### config.mk
export PLATFORM = sky130hd
export DESIGN_NAME = pse_cell
export DESIGN_NICKNAME = d
export VERILOG_FILES = /design/src/rtl/pse_pkg.sv /design/src/rtl/pse_cell.sv
export SDC_FILE = /design/constraint.sdc
export NUM_CORES = 1
export LEC_CHECK = 0
export ABC_AREA = 0
export BUFFER_PORTS_ARGS = -buffer_cell sky130_fd_sc_hd__buf_2
export CAP_MARGIN = 20
export CELL_PAD_IN_SITES_DETAIL_PLACEMENT = 0
export CELL_PAD_IN_SITES_GLOBAL_PLACEMENT = 1
export CORE_MARGIN = 2
export CORE_UTILIZATION = 28
export CTS_CLUSTER_SIZE = 16
export DETAILED_ROUTE_END_ITERATION = 16
export PLACE_DENSITY_LB_ADDON = 0.1
export SYNTH_ARGS = -nofsm -noshare
export SYNTH_HDL_FRONTEND = slang
export SYNTH_SLANG_ARGS = --single-unit
### constraint.sdc
create_clock -name clk_i -period 1.6 [get_ports clk_i]
set_input_delay 0.08 -clock clk_i [delete_from_list [all_inputs] [get_ports clk_i]]
set_output_delay 0.08 -clock clk_i [all_outputs]
set_load 0.1 [all_outputs]
### src/rtl/pse_pkg.sv
// shared types for the positional stack engine
`timescale 1ns / 1ps

package pse_pkg;

  // operation codes carried in the input item
  typedef enum logic [2:0] {
    OP_PUSH      = 3'd0,
    OP_INSERT_AT = 3'd1,
    OP_PEEK      = 3'd2,
    OP_READ_AT   = 3'd3,
    OP_POP       = 3'd4,
    OP_REMOVE_AT = 3'd5,
    OP_REVERSE   = 3'd6
  } op_e;

  // status codes carried in the result item
  typedef enum logic [1:0] {
    ST_OK     = 2'd0,
    ST_EMPTY  = 2'd1,
    ST_BADPOS = 2'd2,
    ST_FULL   = 2'd3
  } status_e;

  // per-cell update command
  typedef enum logic [1:0] {
    CELL_HOLD       = 2'd0,
    CELL_FROM_LOWER = 2'd1,
    CELL_FROM_UPPER = 2'd2,
    CELL_LOAD       = 2'd3
  } cell_cmd_e;

  localparam int unsigned OpWidth     = 3;
  localparam int unsigned WordWidth   = 32;
  localparam int unsigned PosWidth    = 7;
  localparam int unsigned StatusWidth = 2;
  localparam int unsigned CountWidth  = 7;
  localparam int unsigned InTdataW    = 48;
  localparam int unsigned OutTdataW   = 48;

endpackage

### src/rtl/pse_cell.sv
// one storage cell of the stack row
`timescale 1ns / 1ps

module pse_cell
  import pse_pkg::*;
#(
  parameter int unsigned DATA_WIDTH = 32
) (
  input  logic                  clk_i,
  input  cell_cmd_e             cmd_i,
  input  logic [DATA_WIDTH-1:0] load_i,
  input  logic [DATA_WIDTH-1:0] lower_i,
  input  logic [DATA_WIDTH-1:0] upper_i,
  output logic [DATA_WIDTH-1:0] data_o
);

  logic [DATA_WIDTH-1:0] data_q;
  logic [DATA_WIDTH-1:0] data_d;

  // pick the next word: keep, take a neighbor, or load the new word
  always_comb begin
    case (cmd_i)
      CELL_FROM_LOWER: data_d = lower_i;
      CELL_FROM_UPPER: data_d = upper_i;
      CELL_LOAD:       data_d = load_i;
      default:         data_d = data_q;
    endcase
  end

  // payload register, no reset needed
  always_ff @(posedge clk_i) begin
    data_q <= data_d;
  end

  assign data_o = data_q;

endmodule

=== Word-level counts from Yosys, hierarchy flattened ===
Cells that the tools add are included.

* Register bits after elaboration: 32
* Bits of input ports: 99
* Output and inout port bits: 32
* Word-level logic and storage cells: 6

* Reductions and logical operators: 1
* Mux-type cells: 1
* Equality and inequality tests: 3

{| class="wikitable"
|+ Operators by type and width
! cell !! number
|-
| $pmux W32 S3 || 1
|-
| $eq A2 B2 Y1 const B || 2
|-
| $reduce_bool A3 Y1 || 1
|-
| $eq A2 B1 Y1 const B || 1
|}

=== Depth between registers and ports, before layout ===
Gate-level depths: netlist (run 1).

* Word-level depth: 2
* Mapped depth: 4
* Depth with buffers taken out: 2

=== Worst setup path before layout (run 1) ===
No wires, ideal clock.

* Kind: in2reg
* Start: input cmd_i[0]
* End: register data_q[0], in the netlist data_o[0] (enable)
* Data arrival time: 866 ps
* Path buffers: 2
* Required time: 1270 ps
* Library setup time: 330 ps
* Stages: 3
* Slack: 405 ps
* Cell sequence: buf_6 buf_12 or2_2

* Longest elaborated chain between the ends: 2
* Elaborated cells between the ends (all ways): 4
* Those cells by class: eq/ne: 3; reduce/logical: 1

{| class="wikitable"
|+ RTL lines
! element !! RTL line !! source
|-
| from (decl) || pse_cell.sv:10 || <nowiki>input cell_cmd_e cmd_i,</nowiki>
|-
| $eq A2 B2 Y1 or $eq A2 B1 Y1 (tied branches) || pse_cell.sv:22 || <nowiki>case (cmd_i)</nowiki>
|-
| $reduce_bool A3 Y1 (no line) (*) || n/a ||
|-
| to (signal assigned) || pse_cell.sv:32 || <nowiki>data_q <= data_d;</nowiki>
|-
| to (decl) || pse_cell.sv:17 || <nowiki>logic [DATA_WIDTH-1:0] data_q;</nowiki>
|}

Every way passes the cells marked *; elsewhere a longest branch is shown, timed or not.
A chain may end at the register's enable or synchronous reset.

=== Final worst setup path (run 1) ===
* Start: register data_q[22], in the netlist data_o[22]
* End: output data_o[22]

{| class="wikitable"
|+ RTL lines
! element !! RTL line !! source
|-
| to (decl) || pse_cell.sv:14 || <nowiki>output logic [DATA_WIDTH-1:0] data_o</nowiki>
|}

No word-level cell between the ends.

==> flow_summary.toml, run 1 <==
[status]
outcome = "finished clean"

[timing]
maxSlewHeadroom = 0.475
rsz0062_at_grt = "no"
tns_ns = 0
hold_ws_ns = 0.126
worst_pin_slew_ns = 0.787
setup_viol = 0
hold_viol_final = 0
max_freq_ghz = 0.892
drv_slew = 0
finalCritPeriodShare = 0.700
fin_crit_ns = 1.12

[critical_path]
crit_path_start_kind = "flip-flop"
crit_type = "reg -> out"
cp_data_required_time_ns = 1.52
crit_family = "buffers and inverters"
path_cells = "buf_2"
slowest_delay_ns = 0.43
cp_max_fo = 1
worstSetupEndpointType = "output pin"
crit_arrival_ns = 1.04
slowest_stage = "buf_2"
crit_buf_inv = 1

[die]
coreArea_um2 = 5850
die_x_um = 81.3
chipHeight_um = 81.3
initial_core_util = 0.286
num_io_pins = 131
num_rows = 28
die_area_um2 = 6610

[clock_tree]
post_cts_resized = 0
ctsHoldBuffers = 0
cts_buffers = 5
cts_sinks = 32
postCtsSetupBuffers = 0
clkTransAtPathRegs_ns = 0.07
cts_tree = "yes"
cts_root_buffer = "clkbuf_8"
cts_buffer_depth = 2
cts.htree.levels = 2

[logic_synthesis]
ys_top_cells_by_count = "32 x a21oi_1, 32 x edfxtp_1, 32 x mux2i_1, 32 x nor2_1"
ys_seq_area_frac = 0.574
syn_avg_cell_area_um2 = 11.9
netlist_area_um2 = 1670
ys_top_cells_by_area = "edfxtp_1 57%, mux2i_1 19%, a21oi_1 9.6%"
ys_ff_latch = 32
syn_inst = 140
synth_edf_count = 32
synth_nets = 239
ys.flop_type = "edfxtp_1"
synthArstFlopShare = 0
synth_top_area_share = 0.574
synth_top_area_cell = "edfxtp_1"
synth.distinct_cells = 10
yosysWarnings = 0

[detailed_routing]
drt-total-wl_mm = 4.19
drt-initial-drc-count = 48
drt_pass1_iterations = 3
viasPerCell = 4.24
antenna_left = 0
drc_errors = 0
wl_per_cell_um = 12.2
via_count = 1464

[power_and_ir_drop]
pwr-share-seq = 0.366
switching_share = 0.410
power.internal_mw = 1.71
switching_power_mw = 1.19
peakVddDrop_mv = 0.416
clockPowerShare = 0.254
power_density_nw_per_um2 = 1190
p_comb_frac = 0.380
leakagePower_nw = 1.20

[global_routing]
grt.total_usage = 0.127
grt_overflow = 0
antenna_found_initial = 0
grt_pass1_wl_mm = 6.26
grt_max_degree = 65
grt_pass1_vias = 1395

[cells_and_area]
fillers = 622
area_growth_pct = 45.9
n_antenna_cell = 0
multi_input_area_um2 = 607
finalInstanceArea_um2 = 2440
nets = 368
seqCellArea_um2 = 961
stdcell_count = 345
drive_above_1_share = 0.519
final_util = 0.417
largest_reg_flops = 32

[placed_design]
io_buffers = 130
gp_congestion = 0.691
placed_cells_incl_taps = 337
dpl_cell_area_um2 = 2330
dp_hpwl_mm = 3.13

[hold_path]
hp-class = "in -> reg"

[flow_run]
drv_cap = 0
==> layout make-up <==
type | count | share of cell area
Multi-Input combinational cell | 97 | 0.249
Clock inverter | 3 | 0.0154
Tap cell | 75 | 0.0384
Clock buffer | 5 | 0.0282
Timing Repair Buffer | 133 | 0.276
Sequential cell | 32 | 0.394
==> through the flow <==
stage / power (mW) / worst slack (ns)
floorplan: 1.97 / 0.405
global placement: 2.18 / 0.376
detailed placement: 2.19 / 0.374
CTS: 2.94 / 0.457
global route: 3.03 / 0.423
finish: 2.89 / 0.479
==> power by group through the flow <==
stage | registers, mW | logic [mW] | clock network [mW]
final | 1.06 | 1.10 | 0.736
after global routing | 1.07 | 1.15 | 0.806
after CTS | 1.06 | 1.11 | 0.771
after detailed placement | 1.08 | 1.11 | 0
after global placement | 1.07 | 1.11 | 0
after floorplan | 1.80 | 0.169 | 0
==> per-layer routing <==
layer / track usage / vias to the layer above / wire, µm
met5: 0 / - / 0
met4: 0.0458 / 0 / 50
met3: 0.0600 / 6 / 483
met2: 0.225 / 71 / 2090
met1: 0.129 / 621 / 1570
li1: - / 766 / -
==> placed cells by master, fill, tap and decap left out <==
| master | netlist | layout |
|---|---|---|
| nor2_1 | 32 | 32 |
| or2_2 | 1 | 1 |
| buf_2 | 3 | 130 |
| a21oi_1 | 32 | 32 |
| clkbuf_8 | 0 | 5 |
| buf_4 | 1 | 3 |
| clkinv_1 | 0 | 2 |
| bufinv_16 | 0 | 1 |
| mux2i_1 | 32 | 32 |
| edfxtp_1 | 32 | 32 |
==> cell families (layout without fill, tap and decap cells) <==
kind of cell / count (synthesis) / in the layout / synth area share
simple gates: 33 / 33 / 0.0755
flops: 32 / 32 / 0.574
buf+inv: 11 / 141 / 0.0628
compound gates: 32 / 32 / 0.0957
mux: 32 / 32 / 0.191
==> worst min-delay path: stages <==
cell and delay [ns]:
buf_2 0.07, nor2_1 0.03, a21oi_1 0.10
==> path summary, 6_finish.rpt <==
kind,from,end,cells past startpoint
worst max-delay path,data_o[22],data_o[22],1
worst min-delay path,lower_i[5],data_o[5],3
No activity file was read; power rests on OpenSTA's default activity.
==> inputs of run 2 (changes only) <==
Clock period 1.6 ns to 1.1 ns, I/O delays scaled along.
==> run 2 against run 1 <==
Compared with the run above:
- core utilization increased by 6.9 points
- sequential power rose by 53%
- global-route usage rose by 0.082 points
- clock power up 16%
- critical path depth stayed put
- power is 54% higher
- wire length up 1.0%
- via count up 2.4%
- final area grew 17%
- non-clock buffer count up 1
- combinational power grew 80%
- first-iteration DRC count decreased by 19%
- critical path type unchanged
==> flow_summary.toml, run 2 (synthesis gave the netlist of run 1 again) <==
[die]
initial_core_util = 0.286
chipHeight_um = 81.3
num_rows = 28
die_x_um = 81.3
num_io_pins = 131
die_area_um2 = 6610
coreArea_um2 = 5850

[placed_design]
gp_congestion = 0.726
place_ws_ns = 0.00907
io_buffers = 130
dp_hpwl_mm = 3.15

[global_routing]
grt.total_usage = 0.128
grt_max_degree = 43
grt_overflow = 0
grt_pass1_vias = 1373
antenna_found_initial = 0
grt_pass1_wl_mm = 6.29

[cells_and_area]
area_growth_pct = 70.1
mostFrequentLayoutCell = "buf_2"
layout_common_cells = "98 x buf_2, 32 x mux2i_1, 32 x nor2_1, 32 x a21oi_1, 32 x edfxtp_1"
nets = 369
n_antenna_cell = 0
drive_above_1_share = 0.524
final_util = 0.486
largest_reg_flops = 32

[clock_tree]
cts_buffers = 5
cts.htree.levels = 2
cts_root_buffer = "clkbuf_8"
ctsHoldBuffers = 0
cts_buffer_depth = 2
clkTransAtPathRegs_ns = 0.07
cts_sinks = 32
cts_tree = "yes"

[detailed_routing]
antenna_left = 0
drt_pass1_iterations = 2
viasPerCell = 4.33
drt-total-wl_mm = 4.24
via_count = 1499
drc_errors = 0
wl_per_cell_um = 12.2
drt-initial-drc-count = 39

[critical_path]
cp_max_fo = 1
path_cells = "clkbuf_4"
crit_end = "data_o[16]"
crit_arrival_ns = 0.93
cp-startpoint = "data_o[16]"
slowest_delay_ns = 0.36
crit_type = "reg -> out"
cp.depth = 1
crit_path_start_kind = "flip-flop"
crit_family = "flip-flops"
cp_data_required_time_ns = 1.04
worstSetupEndpointType = "output pin"
slowest_stage = "edfxtp_1"
crit_buf_inv = 1

[status]
outcome = "finished clean"

[timing]
setup_viol = 0
tns_ns = 0
maxSlewHeadroom = 0.685
rsz0062_at_grt = "no"
timing.final.ws_setup_ns = 0.119
max_freq_ghz = 1.02
worst_pin_slew_ns = 0.473
hold_viol_final = 0
finalCritPeriodShare = 0.892
drv_slew = 0
fin_crit_ns = 0.981

[power_and_ir_drop]
leakagePower_nw = 1.35
peakVddDrop_mv = 0.591
power_density_nw_per_um2 = 1560

[flow_run]
drv_cap = 0

[hold_path]
hp-class = "in -> reg"
-- run 2: cell count changes in the layout (fill, tap and decap cells not counted) --
cell       before  now
buf_2         130   98
clkbuf_4        0    5
buf_12          0   27
buf_4           3    4
bufinv_16       1    0
clkinv_2        0    2
or2_2           1    0
clkinv_1        2    1
or2_4           0    1
-- run 2: how the worst min path moves through the flow --
stage	start	end	slack (ns)	depth (start not counted)
2_1_floorplan	lower_i[27]	data_o[27]	0.28	2
3_3_place_gp	lower_i[20]	data_o[20]	0.37	3
3_5_place_dp	lower_i[24]	data_o[24]	0.38	3
4_1_cts	lower_i[14]	data_o[14]	0.08	3
5_1_grt	lower_i[8]	data_o[8]	0.1	3
6_report	lower_i[14]	data_o[14]	0.09	3
-- run 2: power breakdown --
part	switching (mW)	leakage, nW	total, mW	internal, mW
combinational	1.28	0.982	1.98	0.692
sequential	0.0973	0.322	1.62	1.52
clock	0.428	0.0453	0.857	0.429
total	1.81	1.35	4.45	2.64
-- run 2: area by class of cell --
| cell class | instances | area [µm²] |
|---|---|---|
| Multi-Input combinational cell | 97 | 609 |
| Tap cell | 75 | 93.8 |
| Sequential cell | 32 | 961 |
| Clock buffer | 5 | 68.8 |
| Clock inverter | 3 | 13.8 |
| Timing Repair Buffer | 134 | 1100 |
| Fill cell | 532 | 3010 |
-- run 2: timing repair --
item | in CTS | in global routing
resized for setup | 0 | 5
buffers inserted | 0 | 0
endpoints found under the setup margin | 0 | 5
-- run 2: metal layers --
layer  global-route usage  wire length [µm]  vias up
li1                     -                 -      768
met1                0.134              1570      648
met2                0.226              2140       76
met3               0.0478               463        7
met4               0.0559                64        0
met5                    0                 0        -
-- run 2: metrics by stage --
| step | area, µm² | hold slack, ns | std cells | total power, mW |
|---|---|---|---|---|
| 2_1_floorplan | 1680 | 0.285 | 140 | 2.86 |
| 3_3_place_gp | 2750 | 0.374 | 338 | 3.62 |
| 3_5_place_dp | 2750 | 0.379 | 338 | 3.63 |
| 4_1_cts | 2830 | 0.0759 | 346 | 4.52 |
| 5_1_grt | 2850 | 0.0973 | 346 | 4.64 |
| 6_report | 2850 | 0.0919 | 346 | 4.45 |
==> inputs of run 3 (changes only) <==
Settings changed: MAX_ROUTING_LAYER from default to met4, SLEW_MARGIN from default to 20.
==> run 3 against run 2 <==
Compared with the run above:
- via count increased by 0.60%
- critical path depth did not move
- global-route usage grew 0.37 points
- critical endpoint unchanged
- largest cell class unchanged
- highest routed layer unchanged
==> flow_summary.toml, run 3 (synthesis gave the netlist of run 1 again) <==
[status]
outcome = "finished clean"

[cells_and_area]
area_growth_pct = 70.1
fillers = 532
drive_above_1_share = 0.524
finalInstanceArea_um2 = 2850
layout_common_cells = "98 x buf_2, 32 x mux2i_1, 32 x nor2_1, 32 x a21oi_1, 32 x edfxtp_1"
nets = 369
n_antenna_cell = 0
stdcell_count = 346
final_util = 0.486
mostFrequentLayoutCell = "buf_2"
largest_reg_flops = 32

[clock_tree]
clkTransAtPathRegs_ns = 0.07
cts_root_buffer = "clkbuf_8"
cts_buffers = 5
cts.htree.levels = 2
cts_sinks = 32
postCtsSetupBuffers = 0
cts_buffer_depth = 2
cts_tree = "yes"

[die]
num_rows = 28
coreArea_um2 = 5850
chipHeight_um = 81.3
die_x_um = 81.3
num_io_pins = 131
die_area_um2 = 6610
initial_core_util = 0.286

[power_and_ir_drop]
switching_share = 0.408
power_density_nw_per_um2 = 1570
p_comb_frac = 0.444
clockPowerShare = 0.193
peakVddDrop_mv = 0.591
power.internal_mw = 2.64
pwr-share-seq = 0.363
switching_power_mw = 1.82
leakagePower_nw = 1.35

[critical_path]
slowest_stage = "edfxtp_1"
crit_arrival_ns = 0.93
path_cells = "clkbuf_4"
slowest_delay_ns = 0.36
crit_type = "reg -> out"
crit_path_start_kind = "flip-flop"
cp_max_fo = 1
worstSetupEndpointType = "output pin"
cp_data_required_time_ns = 1.04
crit_family = "flip-flops"
crit_buf_inv = 1

[global_routing]
antenna_found_initial = 0
grt_overflow = 0
grt_pass1_vias = 1371
grt_pass1_wl_mm = 6.29
grt.total_usage = 0.131
grt_max_degree = 43

[detailed_routing]
top_layer_used = "met4"
viasPerCell = 4.36
drt-initial-drc-count = 39
dr_wl_met3_um = 413
dr_wl_met2_mm = 2.13
via_count = 1508
drc_errors = 0
wl_per_cell_um = 12.3
wl_met1_mm = 1.65
antenna_left = 0
drt_pass1_iterations = 4
drt-total-wl_mm = 4.27

[placed_design]
dp_hpwl_mm = 3.15
io_buffers = 130
place_ws_ns = 0.00907
placed_cells_incl_taps = 338
gp_congestion = 0.735
dpl_cell_area_um2 = 2750

[timing]
drv_slew = 0
tns_ns = 0
hold_viol_final = 0
finalCritPeriodShare = 0.894
timing.final.ws_setup_ns = 0.117
maxSlewHeadroom = 0.682
worst_pin_slew_ns = 0.478
fin_crit_ns = 0.983
setup_viol = 0
max_freq_ghz = 1.02
rsz0062_at_grt = "no"

[flow_run]
drv_cap = 0

[hold_path]
hp-class = "in -> reg"
run 3: cell counts in the layout (fill, tap and decap cells not counted):
No cell type changed its count.
run 3: power by group through the flow:
stage	clock, mW	sequential, mW	combinational (mW)
after detailed placement	0	1.64	1.98
final	0.861	1.62	1.98
after CTS	0.916	1.62	1.99
after floorplan	0	2.62	0.247
after global placement	0	1.64	1.98
after global routing	0.952	1.63	2.05
run 3: worst paths after layout:
path | start | to | slack, ns | cells after the start
worst max-delay path | data_o[16] | data_o[16] | 0.12 | 1
worst min-delay path | lower_i[14] | data_o[14] | 0.09 | 3
run 3: layout make-up:
cell class,count,area (µm²),area share
Timing Repair Buffer,134,1100,0.386
Sequential cell,32,961,0.338
Multi-Input combinational cell,97,609,0.214
Tap cell,75,93.8,0.0330
Clock buffer,5,68.8,0.0242
Clock inverter,3,13.8,0.00484
run 3: through the flow:
| step | hold slack, ns | total power, mW |
|---|---|---|
| finish | 0.0906 | 4.45 |
| global route | 0.0973 | 4.64 |
| CTS | 0.0759 | 4.52 |
| detailed placement | 0.379 | 3.63 |
| global placement | 0.374 | 3.62 |
| floorplan | 0.285 | 2.86 |
run 3: repair_timing:
action | CTS | global route
hold buffers | 0 | 0
endpoints found under the setup margin | 0 | 5
resized for setup | 0 | 5
run 3: layer usage:
layer / vias to the layer above / global-route usage
met3: 7 / 0.0411
met5: - / -
met4: 0 / 0.0559
met2: 75 / 0.226
met1: 657 / 0.138
li1: 769 / -
